**src/hdl/tfp_pkg.sv**
```systemverilog
`timescale 1ns / 1ps
// ----------------------------------------------------------------------------
// tfp_pkg: shared types and constants of the texel format packer
// output format codes, the widths of the item fields and of the byte buffer
// ----------------------------------------------------------------------------
package tfp_pkg;

	localparam int unsigned ChanW   = 8;
	localparam int unsigned NibW    = 4;
	localparam int unsigned FmtW    = 4;
	localparam int unsigned MaxBytes = 4;
	localparam int unsigned IdxW    = 2;
	localparam int unsigned CntW    = 3;

	typedef enum logic [FmtW-1:0] {
		FMT_RGBA32 = 4'd0,
		FMT_RGBA16 = 4'd1,
		FMT_I4     = 4'd2,
		FMT_I8     = 4'd3,
		FMT_IA4    = 4'd4,
		FMT_IA8    = 4'd5,
		FMT_IA16   = 4'd6,
		FMT_CI4    = 4'd7,
		FMT_CI8    = 4'd8
	} fmt_t;

	typedef logic [ChanW-1:0] chan_t;
	typedef logic [NibW-1:0]  nib_t;

endpackage

```
**src/hdl/texel_format_packer_core.sv**
```systemverilog
`timescale 1ns / 1ps
// ----------------------------------------------------------------------------
// texel_format_packer_core: pixel stream to packed texture bytes
// one pixel item in, zero to four texture byte items out, in the configured
// format; nibble formats pair two pixels into one byte
// ----------------------------------------------------------------------------
// One pixel item is taken into an input register, packed combinationally into
// a four-byte result buffer, and the buffer is sent out on the texture channel
// one byte item per cycle while tex_stall is low. The one-byte output port sets
// the rate: a pixel gives 4 bytes in rgba32, 2 in rgba16 and ia16, 1 in i8,
// ia8 and ci8, and in i4, ia4 and ci4 the first pixel of a pair gives no byte
// and the second gives one. With tex_stall low, a new pixel is taken while the
// last byte of the previous one is being taken, so the one-byte formats run at
// one pixel per cycle. The format register is written on the cfg channel
// (always ready) and must only change while the block is idle; codes 9 to 15
// give no bytes. After a pixel marked last_of_image the nibble pairing starts
// over, and an odd final pixel in a nibble format is sent with a zero low half.
module texel_format_packer_core
	import tfp_pkg::*;
(
	input  logic                clk,
	input  logic                arst_n,
	// format register write
	input  logic                cfg_valid,
	output logic                cfg_ready,
	input  logic [FmtW-1:0]     cfg_data,
	// pixel items
	input  logic                pix_valid,
	output logic                pix_stall,
	input  logic [ChanW-1:0]    red,
	input  logic [ChanW-1:0]    green,
	input  logic [ChanW-1:0]    blue,
	input  logic [ChanW-1:0]    alpha,
	input  logic [ChanW-1:0]    palette_index,
	input  logic                last_of_image,
	// texture byte items
	output logic                tex_valid,
	input  logic                tex_stall,
	output logic [ChanW-1:0]    out_byte,
	output logic                last_of_pixel
);

	// format register
	logic [FmtW-1:0] fmt_q;

	// input register stage
	logic            valid_s1;
	chan_t           red_s1;
	chan_t           green_s1;
	chan_t           blue_s1;
	chan_t           alpha_s1;
	chan_t           pidx_s1;
	logic            last_img_s1;

	// result buffer stage
	chan_t           buf_s2 [MaxBytes];
	logic [CntW-1:0] cnt_s2;
	logic [IdxW-1:0] idx_s2;

	// nibble pairing state
	logic            phase_q;
	nib_t            held_q;

	// packer outputs
	chan_t           pk_bytes [MaxBytes];
	logic [CntW-1:0] pk_cnt;
	logic            pk_phase;
	nib_t            pk_held;
	logic            pk_nib_fmt;
	nib_t            pk_nib;
	logic            abit;

	logic            pix_take;
	logic            tex_take;
	logic            buf_last;
	logic            buf_free;
	logic            s1_adv;

	assign cfg_ready = 1'b1;

	always_ff @(posedge clk or negedge arst_n) begin
		if (!arst_n) begin
			fmt_q <= FMT_RGBA32;
		end else if (cfg_valid && cfg_ready) begin
			fmt_q <= cfg_data;
		end
	end

	// ------------------------------------------------------------------
	// handshakes
	// ------------------------------------------------------------------
	assign tex_valid     = (cnt_s2 != '0);
	assign out_byte      = buf_s2[idx_s2];
	assign buf_last      = ({1'b0, idx_s2} == (cnt_s2 - CntW'(1)));
	assign last_of_pixel = buf_last;
	assign tex_take      = tex_valid && !tex_stall;

	// buffer can take a packed pixel when empty or when its last byte leaves now
	assign buf_free  = !tex_valid || (tex_take && buf_last);
	assign s1_adv    = valid_s1 && buf_free;
	assign pix_stall = valid_s1 && !buf_free;
	assign pix_take  = pix_valid && !pix_stall;

	// ------------------------------------------------------------------
	// input register
	// ------------------------------------------------------------------
	always_ff @(posedge clk or negedge arst_n) begin
		if (!arst_n) begin
			valid_s1 <= 1'b0;
		end else if (pix_take) begin
			valid_s1 <= 1'b1;
		end else if (s1_adv) begin
			valid_s1 <= 1'b0;
		end
	end

	always_ff @(posedge clk) begin
		if (pix_take) begin
			red_s1      <= red;
			green_s1    <= green;
			blue_s1     <= blue;
			alpha_s1    <= alpha;
			pidx_s1     <= palette_index;
			last_img_s1 <= last_of_image;
		end
	end

	// ------------------------------------------------------------------
	// packer: bytes for the registered pixel, most significant first
	// ------------------------------------------------------------------
	assign abit = (alpha_s1 != '0);

	always_comb begin
		for (int k = 0; k < MaxBytes; k++) begin
			pk_bytes[k] = '0;
		end
		pk_cnt     = '0;
		pk_nib_fmt = 1'b0;
		pk_nib     = '0;
		pk_phase   = phase_q;
		pk_held    = held_q;

		case (fmt_q)
			FMT_RGBA32: begin
				pk_bytes[0] = red_s1;
				pk_bytes[1] = green_s1;
				pk_bytes[2] = blue_s1;
				pk_bytes[3] = alpha_s1;
				pk_cnt      = CntW'(4);
			end
			FMT_RGBA16: begin
				// 5551 word, high byte first
				pk_bytes[0] = {red_s1[7:3], green_s1[7:5]};
				pk_bytes[1] = {green_s1[4:3], blue_s1[7:3], abit};
				pk_cnt      = CntW'(2);
			end
			FMT_I4: begin
				pk_nib_fmt = 1'b1;
				pk_nib     = red_s1[7:4];
			end
			FMT_I8: begin
				pk_bytes[0] = red_s1;
				pk_cnt      = CntW'(1);
			end
			FMT_IA4: begin
				pk_nib_fmt = 1'b1;
				pk_nib     = {red_s1[7:5], abit};
			end
			FMT_IA8: begin
				pk_bytes[0] = {red_s1[7:4], alpha_s1[7:4]};
				pk_cnt      = CntW'(1);
			end
			FMT_IA16: begin
				pk_bytes[0] = red_s1;
				pk_bytes[1] = alpha_s1;
				pk_cnt      = CntW'(2);
			end
			FMT_CI4: begin
				pk_nib_fmt = 1'b1;
				pk_nib     = pidx_s1[3:0];
			end
			FMT_CI8: begin
				pk_bytes[0] = pidx_s1;
				pk_cnt      = CntW'(1);
			end
			default: begin
				pk_cnt = '0;
			end
		endcase

		if (pk_nib_fmt) begin
			if (phase_q) begin
				// second of pair: held nibble high, this one low
				pk_bytes[0] = {held_q, pk_nib};
				pk_cnt      = CntW'(1);
				pk_phase    = 1'b0;
				pk_held     = '0;
			end else if (last_img_s1) begin
				// odd pixel at end of image, low half zero
				pk_bytes[0] = {pk_nib, nib_t'(0)};
				pk_cnt      = CntW'(1);
			end else begin
				pk_held  = pk_nib;
				pk_phase = 1'b1;
			end
		end

		// pairing starts over after the end of an image
		if (last_img_s1) begin
			pk_phase = 1'b0;
			pk_held  = '0;
		end
	end

	// ------------------------------------------------------------------
	// pairing state, committed as the pixel moves into the buffer
	// ------------------------------------------------------------------
	always_ff @(posedge clk or negedge arst_n) begin
		if (!arst_n) begin
			phase_q <= 1'b0;
			held_q  <= '0;
		end else if (s1_adv) begin
			phase_q <= pk_phase;
			held_q  <= pk_held;
		end
	end

	// ------------------------------------------------------------------
	// result buffer and byte serializer
	// ------------------------------------------------------------------
	always_ff @(posedge clk or negedge arst_n) begin
		if (!arst_n) begin
			cnt_s2 <= '0;
			idx_s2 <= '0;
		end else if (s1_adv) begin
			cnt_s2 <= pk_cnt;
			idx_s2 <= '0;
		end else if (tex_take) begin
			if (buf_last) begin
				cnt_s2 <= '0;
				idx_s2 <= '0;
			end else begin
				idx_s2 <= idx_s2 + IdxW'(1);
			end
		end
	end

	always_ff @(posedge clk) begin
		if (s1_adv) begin
			for (int k = 0; k < MaxBytes; k++) begin
				buf_s2[k] <= pk_bytes[k];
			end
		end
	end

	// ------------------------------------------------------------------
	// assertions
	// ------------------------------------------------------------------
	// a held nibble only exists while waiting for the second pixel of a pair
	a_held_needs_phase: assert property (@(posedge clk) disable iff (!arst_n)
		!phase_q |-> (held_q == '0))
		else $error("held nibble nonzero outside a pair");

	// never more bytes buffered than one pixel can produce
	a_cnt_range: assert property (@(posedge clk) disable iff (!arst_n)
		cnt_s2 <= CntW'(MaxBytes))
		else $error("byte count out of range");

	// the read pointer stays inside the buffered bytes
	a_idx_in_range: assert property (@(posedge clk) disable iff (!arst_n)
		tex_valid |-> ({1'b0, idx_s2} < cnt_s2))
		else $error("byte index past byte count");

	// a pixel is only stalled while one is already registered
	a_stall_needs_s1: assert property (@(posedge clk) disable iff (!arst_n)
		pix_stall |-> valid_s1)
		else $error("pixel stalled with empty input register");

	// last byte taken with nothing to follow empties the buffer
	a_drain: assert property (@(posedge clk) disable iff (!arst_n)
		(tex_take && last_of_pixel && !valid_s1) |=> !tex_valid)
		else $error("buffer still valid after final byte");

endmodule
```
**config.mk**
```make
export PLATFORM = sky130hd
export DESIGN_NAME = texel_format_packer_core
export DESIGN_NICKNAME = d
export VERILOG_FILES = /design/src/hdl/tfp_pkg.sv /design/src/hdl/texel_format_packer_core.sv
export SDC_FILE = /design/constraint.sdc
export NUM_CORES = 1
export LEC_CHECK = 0
export BUFFER_PORTS_ARGS = -buffer_cell sky130_fd_sc_hd__buf_2
export CAP_MARGIN = 5
export CORE_AREA = 2 2 101 103
export DETAILED_ROUTE_END_ITERATION = 8
export DIE_AREA = 0 0 103 105
export PLACE_DENSITY_LB_ADDON = 0.05
export REMOVE_ABC_BUFFERS = 1
export SLEW_MARGIN = 0
export SYNTH_ARGS = -nofsm -noshare
export SYNTH_HDL_FRONTEND = slang
export SYNTH_SLANG_ARGS = --single-unit
```
**constraint.sdc**
```tcl
create_clock -name clk -period 3.25 [get_ports clk]
set_input_delay 0.1625 -clock clk [delete_from_list [all_inputs] [get_ports clk]]
set_output_delay 0.1625 -clock clk [all_outputs]
set_load 0.05 [all_outputs]
```
==> summary.md, run 1 <==
| Metric | Value |
|---|---|
| Post-DP Area | 0.00432 sq mm |
| Leading area contributor after synthesis | edfxtp_1 |
| Post-Synth Adder-Cell Area | 0.653% |
| First-pass detailed-route iteration total | 5 |
| Wire length per cell | 17.1 um |
| Die W | 103 um |
| Via density | 5.07 |
| Final hold violation count | 0 |
| Post-synthesis compound-gate area fraction | 12.4% |
| Post-synthesis mux area share | 6.13% |
| I/O pin count | 62 |
| Number of I/O port buffers | 60 |
| Worst Path Max Fanout | 38 |
| Gr ovfl total | 0 |
| Crit path cell chain | inv_1, ha_1, xnor2_1, or4_4, a21bo_4, clkinv_4, nand2_4, mux2_4 |
| Vias in the first global route | 2,680 |
| Num Clock Sinks | 88 |
| Via count | 2,559 |
| Register area | 0.00257 sq mm |
| Final period util | 77.5% |
| Worst Hold Class | in -> reg |
| Max_slew headroom | 57.8% |
| Area grow syn2layout | 29.2% |
| Worst setup margin | 732 ps |
| RD Place Congestion | 0.789 |
| Drt drc | 0 |
| Site Rows | 36 |
| Die H | 105 um |
| Starting Density | 39.8% |
| Slowest CP cell | or4_4 |
| Post-CTS Setup Repair Bufs | 0 |
| Synthesized area per cell | 14.9 sq um |
| Crit path launch type | flip-flop |
| Mapped Cells | 258 |
| Final WL | 8.62 mm |
| Setup TNS | 0 ps |
| Largest net degree at the start of global routing | 42 |
| Post-synth EDFFs | 73 |
| Net count, final | 419 |
| Worst path arrival time | 2760 ps |
| Final Cell Area | 0.00495 sq mm |
| Fill count | 821 |
| Post-route ant nets | 0 |
| Num CTS Buffers | 9 |
| Htree depth | 3 |
| Simple logic cell fraction of the synthesized area | 9.49% |
| Multi-input logic area | 0.00115 sq mm |
| P_leak | 0.00191 uW |
| First-pass GRT wire length | 13.8 mm |
| Max-cap violations | 0 |
| Fmax | 397 MHz |
| Die footprint | 0.0108 sq mm |
| Top cell type's share of synthesized area | 57.2% |
| Clock Tree Buf Depth | 2 |
| CTS clk-pin slew, worst paths | 110 ps |
| CTS tree | built |
| Setup crit start | cnt_s2[0] |
| Asr flop ratio synth | 17.0% |
| Main combinational cell family by area after synthesis | compound AO/OA/AOI/OAI gates |
| Share of cells above drive strength 1 | 27.7% |
| Clk root buf | clkbuf_8 |
| Crit. End Element | flip-flop |
| PD cells | 876 mW/mm^2 |
| Ys flop type | edfxtp_1 |
| Place WS | 718 ps |
| Seq/Total Area, Yosys | 66.9% |
| Worst slew pin tran | 626 ps |
| Clk_lat worst skew | 360 ps |
| Slew Viols, Final | 0 |
| Total of warnings raised by yosys | 0 |
| Final core utilization | 51.4% |
| VDD IR-drop max | 0.000429 V |
| Hpwl dp | 5.80 mm |
| Post-cts sizing count | 0 |
| Status | finished clean |
| Diode count | 0 |
| Final setup vio count | 0 |
| Crit Path Category | reg -> reg |
| Initial antenna violation count | 0 |
| Final hold slack | 18.9 ps |
| Mapped Area | 0.00383 sq mm |
| Minimum clock period after layout | 2520 ps |
| RSZ-0062 raised after global routing | no |
| Clock Skew | 22.9 ps |
| Initial drt markers | 206 |
| Core area | 0.00964 sq mm |
| XOR/XNOR share of the synthesized area | 1.14% |
| # hold bufs at CTS | 44 |
| Worst EP required | 3490 ps |
| Crit path largest cell delay | 570 ps |
| GRT Resource Usage Total | 17.0% |
| Hold_sp | cfg_data[0] |
| Synth unique cells | 49 |
| Synth top area cells | edfxtp_1 (57%), dfrtp_1 (9.8%), mux4_2 (3.5%) |
| Worst r2r src | cnt_s2[0] |
| Synthesized flop and latch total | 88 |
[cells in the final DEF, fill, tap and decap left out, drive strengths merged, types with 7 or more instances in the layout]
master / n
mux4: 8
dfrtp: 15
a222oi: 10
nand2: 15
edfxtp: 73
clkbuf: 9
inv: 19
o211ai: 7
dlygate4sd3: 44
buf: 66
nor2: 7
and2: 19
[worst max-delay path: cells and delay by family (launching register included)]
kind / cells / cell delay [ps]
and+or+nand+nor: 2 / 690
DFF: 1 / 370
buffers and inverters: 2 / 330
muxes: 1 / 310
adders and majority gates: 1 / 300
AOI/OAI and AO/OA: 1 / 260
xor gates and xnor gates: 1 / 140
[area by class of cell]
class / count / share of cell area [%]
clock buffers: 9 / 2.50
clock inverters: 7 / 1.49
inverters: 17 / 1.39
multi-input cells: 141 / 23.3
flip-flops and latches: 88 / 51.8
well taps: 133 / 3.36
repair buffers: 110 / 16.1
[synthesized netlist by cell type, drive strengths merged (3+ instances only)]
library cell and number:
buf 6, o21ai 4, a22oi 6, nor2 7
mux4 8, inv 16, o22ai 4, edfxtp 73
a22o 6, and2 19, clkbuf 6, a21bo 5
dfrtp 15, nor4b 3, nor3b 3, o31ai 4
mux2 3, a32oi 3, nand3 4, o211ai 7
a222oi 10, a21oi 5, xnor2 4, nand2 15
[state kept, by name, summed over array words and instances, names as in the netlist]
| register | flops |
|---|---|
| alpha_s1 | 8 |
| last_img_s1 | 1 |
| fmt_q | 4 |
| held_q | 4 |
| red_s1 | 8 |
| cnt_s2 | 3 |
| blue_s1 | 8 |
| idx_s2 | 2 |
| buf_s2 | 32 |
| pidx_s1 | 8 |
| phase_q | 1 |
| valid_s1 | 1 |
| green_s1 | 8 |
[power by group]
part	total (uW)	switching [uW]	internal (uW)
sequential	2000	230	1770
combinational	1600	1060	533
clock	742	441	302
[routing by layer]
metal | global-route usage [%] | vias to the layer above | routed length (um)
li1 | - | 1232 | -
met1 | 23.6 | 1220 | 3980
met2 | 26.0 | 99 | 4080
met3 | 4.55 | 8 | 457
met4 | 5.08 | 0 | 95
met5 | 0 | - | 0
[through the flow]
stage,total power [uW],instances
6_report,4340,505
5_1_grt,4590,505
4_1_cts,4390,505
3_5_place_dp,3610,445
3_3_place_gp,3590,445
2_1_floorplan,3130,246
[path summary, 6_finish.rpt]
kind | to | slack [ps] | depth (start not counted)
setup reg to reg | phase_q | 730 | 8
min in group asynchronous | fmt_q[3] | 240 | 2
setup / recovery | phase_q | 730 | 8
max in group asynchronous | idx_s2[1] | 2720 | 2
hold reg to reg | buf_s2[2][2] | 530 | 1
hold / removal | fmt_q[0] | 20 | 2
[kinds of logic after synthesis]
kind of cell	Yosys count
other cells	1
fa+ha+maj	2
mux	12
flops	88
compound gates	59
buf+inv	29
xor+xnor	5
simple gates	62
Note: power is estimated with default switching activity, not from simulation.
==> run 2, diff against run 1 <==
- clock period: 3.25 -> 2.6 ns (I/O delays scaled with it)
==> run 2 against run 1 <==
Sequential power rose by 23%. Register-to-register slack got worse by 510 ps. Core utilization rose by 0.66 points. First-iteration DRC count fell by 42%. Sequential share of layout area fell by 0.66 points. Setup slack got worse by 510 ps. Count of clock-buffer cells in the layout rose by 2. Hold slack improved by 4.5 ps. Critical path type unchanged. Critical endpoint unchanged.
==> summary.md, run 2 (synthesis results as in run 1) <==
| Metric | Value |
|---|---|
| First-pass GRT wire length | 13.9 mm (+0.65%) |
| Clock Tree Buf Depth | 2 (unchanged) |
| CTS tree | built |
| Via count | 2,557 (-0.078%) |
| Final hold slack | 23.4 ps (+4.51 ps) |
| Post-DP Area | 0.00436 sq mm (+0.99%) |
| Gr ovfl total | 0 (unchanged) |
| Worst Hold Class | in -> reg |
| Slew Viols, Final | 0 (unchanged) |
| Num Clock Sinks | 88 (unchanged) |
| I/O pin count | 62 (unchanged) |
| Switching share of power | 38.4% (-1.6 points) |
| RSZ-0062 raised after global routing | no |
| Crit path launch type | flip-flop |
| Num CTS Buffers | 9 (unchanged) |
| Vias in the first global route | 2,630 (-1.9%) |
| RD Place Congestion | 0.836 (+6.0%) |
| Placed cells | 449 (+0.90%) |
| Minimum clock period after layout | 2380 ps (-135 ps) |
| Area grow syn2layout | 30.8% |
| Critical path's top delay family | simple AND/OR/NAND/NOR gates |
| Starting Density | 39.8% (unchanged) |
| Clock power share | 16.6% (-0.5 points) |
| First-pass detailed-route iteration total | 4 (-1) |
| Number of I/O port buffers | 60 (unchanged) |
| PD cells | 1090 mW/mm^2 (+25%) |
| Seq pwr share | 45.0% (-1.1 points) |
| Fmax | 420 MHz (+5.7%) |
| P_int | 3380 uW (+30%) |
| Via density | 4.99 (-1.4%) |
| Final Cell Area | 0.00502 sq mm (+1.3%) |
| Initial antenna violation count | 0 (unchanged) |
| Wire length per cell | 17.1 um (about the same) |
| Clk_lat worst skew | 350 ps (about the same) |
| Htree depth | 3 (unchanged) |
| Clk root buf | clkbuf_8 |
| Post-route ant nets | 0 (unchanged) |
| Worst path arrival time | 2630 ps (-130 ps) |
| Hpwl dp | 5.85 mm (+0.74%) |
| Worst slew pin tran | 506 ps (-120 ps) |
| Share of cells above drive strength 1 | 27.4% (-0.25 points) |
| Crit path largest cell delay | 560 ps (about the same) |
| VDD IR-drop max | 0.000577 V (+34%) |
| Worst Path Max Fanout | 22 (-42%) |
| NetSw | 2110 uW (+21%) |
| Net count, final | 426 (+1.7%) |
| Status | finished clean |
| Final WL | 8.74 mm (+1.4%) |
| Core area | 0.00964 sq mm (unchanged) |
| GRT Resource Usage Total | 17.3% (+0.35 points) |
| Worst EP required | 2850 ps (-640 ps) |
| Die H | 105 um (unchanged) |
| Clock Skew | 6.95 ps (-16.0 ps) |
| Fill count | 863 (+5.1%) |
| Final period util | 91.7% (+14 points) |
| Slowest CP cell | or4_4 |
| Crit Path Category | reg -> reg |
| Buffers & Inverters on Critical Path | 2 (unchanged) |
| Final hold violation count | 0 (unchanged) |
| Post-cts sizing count | 0 (unchanged) |
| Final setup vio count | 0 (unchanged) |
| Die W | 103 um (unchanged) |
| Crit. End Element | flip-flop |
| P_leak | 0.00194 uW (+1.2%) |
| Commonest cells after routing, fill and taps aside | edfxtp_1 (73), buf_2 (60), dlygate4sd3_1 (47) |
| Drt drc | 0 (unchanged) |
| Non-Filler Instances | 512 (+1.4%) |
| Initial drt markers | 120 (-42%) |
| Biggest register | buf_s2 |
| Crit path cell chain | inv_1, ha_1, xnor2_1, or4_4, a21bo_4, clkinv_4, nand2_4, mux2_4 |
| Die footprint | 0.0108 sq mm (unchanged) |
| Max_slew headroom | 65.9% (+8.1 points) |
| Largest net degree at the start of global routing | 42 (unchanged) |
| Site Rows | 36 (unchanged) |
| CTS clk-pin slew, worst paths | 80 ps (-30 ps) |
| Commonest non-fill, non-tap cell in the layout | edfxtp_1 |
| Max reg flops | 32 (unchanged) |
| Combinational Power Share | 38.3% (+1.5 points) |
| Max-cap violations | 0 (unchanged) |
| Diode count | 0 (unchanged) |
==> run 2: cell count changes in the layout (fill, tap and decap cells not counted), sizes merged <==
cell         before  now
buf              66   70
dlygate4sd3      44   47
inv              19   16
clkbuf            9   11
clkinv            5    3
clkinvlp          0    2
bufinv            0    1
==> run 2: metal layers <==
metal  vias to the layer above  global-route usage [%]  share of wire, %
li1                       1244                       -                 -
met1                      1223                    24.1                47
met2                        76                    26.1                47
met3                        14                    4.82               4.3
met4                         0                    5.92               1.9
met5                         -                       0                 0
==> run 2: repair_timing <==
item / 4_1_cts / 5_1_grt
buffers inserted: 0 / 0
hold buffers: 47 / 0
endpoints found under the hold margin: 61 / 0
==> run 2: path summary, 6_finish.rpt <==
check                                  from      endpoint  slack, ps  depth (start not counted)
worst max-delay path              cnt_s2[0]       phase_q        220                          8
worst max register to register    cnt_s2[0]       phase_q        220                          8
min in group asynchronous            arst_n      fmt_q[0]        210                          2
max in group asynchronous            arst_n      valid_s1       2140                          2
worst min register to register  green_s1[0]  buf_s2[1][0]        530                          2
worst min-delay path              cfg_valid      fmt_q[3]         20                          2
==> run 2: through the flow <==
| step | TNS [ps] | power [uW] | setup slack, ps | utilization (%) |
|---|---|---|---|---|
| 6_report | 0 | 5490 | 217 | 52.1 |
| 5_1_grt | 0 | 5810 | 108 | 52.1 |
| 4_1_cts | 0 | 5560 | 197 | 52.1 |
| 3_5_place_dp | 0 | 4590 | 204 | 45.2 |
| 3_3_place_gp | 0 | 4560 | 236 | 45.2 |
| 2_1_floorplan | -14610 | 3910 | -356 | - |
==> run 2: power by group through the flow <==
stage | registers (uW) | logic [uW] | clock network (uW)
finish | 2470 | 2100 | 913
global route | 2530 | 2280 | 1000
CTS | 2480 | 2140 | 945
detailed placement | 2500 | 2090 | 0
global placement | 2500 | 2060 | 0
floorplan | 2430 | 1480 | 0
==> run 2: cell type report <==
| cell class | instances | area [sq um] | share of cell area, % |
|---|---|---|---|
| Clock inverter | 5 | 57.6 | 1.15 |
| Timing Repair Buffer | 117 | 871 | 17.4 |
| Clock buffer | 11 | 131 | 2.62 |
| Tap cell | 133 | 166 | 3.32 |
| Sequential cell | 88 | 2570 | 51.2 |
| Multi-Input combinational cell | 141 | 1150 | 23.0 |
| Inverter | 17 | 68.8 | 1.37 |
==> run 3, diff against run 2 <==
- BUFFER_PORTS_ARGS: -buffer_cell sky130_fd_sc_hd__buf_2 -> -buffer_cell sky130_fd_sc_hd__buf_4
==> run 3 against run 2 <==
Non-clock buffer count grew 2. Clock power rose by 14%. Power up 4.4%. Count of clock-buffer cells in the layout is 2 lower. Core utilization rose by 2.1 points. Global-route usage fell by 0.35 points.
==> summary.md, run 3 (synthesis results as in run 1) <==
| Metric | Value |
|---|---|
| Status | finished clean |
| Hpwl dp | 5.75 mm (-1.7%) |
| Starting Density | 39.8% (unchanged) |
| Final hold slack | 52.1 ps (+28.7 ps) |
| Core area | 0.00964 sq mm (unchanged) |
| Clock Skew | 10.8 ps (+3.84 ps) |
| Worst Hold Class | in -> reg |
| Share of cells above drive strength 1 | 27.8% (+0.38 points) |
| PD cells | 1100 mW/mm^2 (+0.40%) |
| Vias in the first global route | 2,648 (+0.68%) |
| Num CTS Buffers | 9 (unchanged) |
| Worst R2R Setup Slack | 210 ps (about the same) |
| Switching share of power | 37.2% (-1.1 points) |
| Clk root buf | clkbuf_8 |
| Worst path arrival time | 2630 ps (about the same) |
| Pwr Total | 5730 uW (+4.4%) |
| Die W | 103 um (unchanged) |
| Post-route ant nets | 0 (unchanged) |
| Via density | 5.01 (+0.27%) |
| # hold bufs at CTS | 49 (+4.3%) |
| GRT Resource Usage Total | 17.0% (-0.35 points) |
| I/O pin count | 62 (unchanged) |
| Initial antenna violation count | 0 (unchanged) |
| Minimum clock period after layout | 2390 ps (+6.99 ps) |
| Die footprint | 0.0108 sq mm (unchanged) |
| Commonest cells after routing, fill and taps aside | edfxtp_1 (73), buf_4 (68), dlygate4sd3_1 (49) |
| Max reg flops | 32 (unchanged) |
| Crit path launch type | flip-flop |
| Worst slew pin tran | 610 ps (+104 ps) |
| Final hold violation count | 0 (unchanged) |
| CTS tree | built |
| P_int | 3600 uW (+6.3%) |
| Net count, final | 428 (+0.47%) |
| Max-cap violations | 0 (unchanged) |
| First-pass detailed-route iteration total | 5 (+1) |
| Final setup vio count | 0 (unchanged) |
| Slowest CP cell | or4_4 |
| Diode count | 0 (unchanged) |
| CTS clk-pin slew, worst paths | 100 ps (+20 ps) |
| Max_slew headroom | 58.9% (-7.0 points) |
| Clk_lat worst skew | 360 ps (about the same) |
| Initial drt markers | 202 (+68%) |
| Drt drc | 0 (unchanged) |
| First-pass GRT wire length | 13.7 mm (-1.4%) |
| Via count | 2,574 (+0.66%) |
| Worst EP required | 2840 ps (about the same) |
| Combinational Power Share | 38.8% (+0.5 points) |
| Htree depth | 3 (unchanged) |
| Crit path largest cell delay | 560 ps (about the same) |
| Fmax | 418 MHz (-0.29%) |
| Area grow syn2layout | 36.0% |
| Crit. End Element | flip-flop |
| Die H | 105 um (unchanged) |
| Number of I/O port buffers | 60 (unchanged) |
| Crit Path Category | reg -> reg |
| Post-cts sizing count | 0 (unchanged) |
| P_leak | 0.00202 uW (+4.1%) |
| Wire length per cell | 16.8 um (-1.4%) |
| RSZ-0062 raised after global routing | no |
| Crit path cell chain | inv_1, ha_1, xnor2_1, or4_4, a21bo_4, clkinv_4, nand2_4, mux2_4 |
| Slew Viols, Final | 0 (unchanged) |
| Site Rows | 36 (unchanged) |
| NetSw | 2130 uW (+1.4%) |
| Largest net degree at the start of global routing | 42 (unchanged) |
| Final WL | 8.65 mm (-1.1%) |
| Biggest register | buf_s2 |
| Seq pwr share | 43.0% (-2.0 points) |
| Non-Filler Instances | 514 (+0.39%) |
| Placed cells | 449 (unchanged) |
| Commonest non-fill, non-tap cell in the layout | edfxtp_1 |
| VDD IR-drop max | 0.000594 V (+3.0%) |
| Clock Tree Buf Depth | 2 (unchanged) |
| Worst Path Max Fanout | 22 (unchanged) |
| Final period util | 91.9% (+0.27 points) |
| Clock power share | 18.2% (+1.6 points) |
| Gr ovfl total | 0 (unchanged) |
| Num Clock Sinks | 88 (unchanged) |
| Post-CTS Setup Repair Bufs | 0 (unchanged) |
| RD Place Congestion | 0.836 (about the same) |
run 3: final cells by class:
| type | instances | area, sq um |
|---|---|---|
| clock buffers | 9 | 124 |
| clock inverters | 7 | 93.8 |
| fillers | 847 | 4420 |
| inverters | 17 | 68.8 |
| multi-input cells | 141 | 1150 |
| flip-flops and latches | 88 | 2570 |
| well taps | 133 | 166 |
| repair buffers | 119 | 1040 |
run 3: layer usage:
| metal | global-route usage, % | part of all wire, % | up-vias |
|---|---|---|---|
| li1 | - | - | 1250 |
| met1 | 24.0 | 48 | 1216 |
| met2 | 25.3 | 45 | 94 |
| met3 | 4.08 | 4.8 | 14 |
| met4 | 6.30 | 2.2 | 0 |
| met5 | 0 | 0 | - |
run 3: critical path, delay by kind of cell, from the launching register on:
family                   cells  cell delay (ps)
AO/OA/AOI/OAI                1              260
XOR/XNOR                     1              140
adder cells (fa/ha/maj)      1              300
buffers and inverters        2              250
flip-flops                   1              360
multiplexers                 1              300
AND/OR/NAND/NOR              2              660
run 3: power by group through the flow:
stage / clock network [uW] / registers (uW) / logic (uW)
after CTS: 1070 / 2470 / 2260
final: 1040 / 2470 / 2220
after detailed placement: 0 / 2500 / 2200
after global placement: 0 / 2500 / 2170
after global routing: 1120 / 2530 / 2390
after floorplan: 0 / 2430 / 1480
run 3: per-stage QoR:
stage | area [sq um] | TNS [ps] | setup WS [ps] | utilization, %
6_report | 5220 | 0 | 210 | 54.1
5_1_grt | 5220 | 0 | 96.5 | 54.1
4_1_cts | 5220 | 0 | 194 | 54.1
3_5_place_dp | 4510 | 0 | 204 | 46.8
3_3_place_gp | 4510 | 0 | 236 | 46.8
2_1_floorplan | 3780 | -14610 | -356 | -
run 3: final timing paths:
| path | startpoint | to | cells after the start |
|---|---|---|---|
| min reg2reg | green_s1[0] | buf_s2[1][0] | 2 |
| min | cfg_valid | fmt_q[0] | 2 |
| min in group asynchronous | arst_n | fmt_q[2] | 2 |
| max | cnt_s2[0] | phase_q | 8 |
| max in group asynchronous | arst_n | held_q[1] | 2 |
| max reg2reg | cnt_s2[0] | phase_q | 8 |
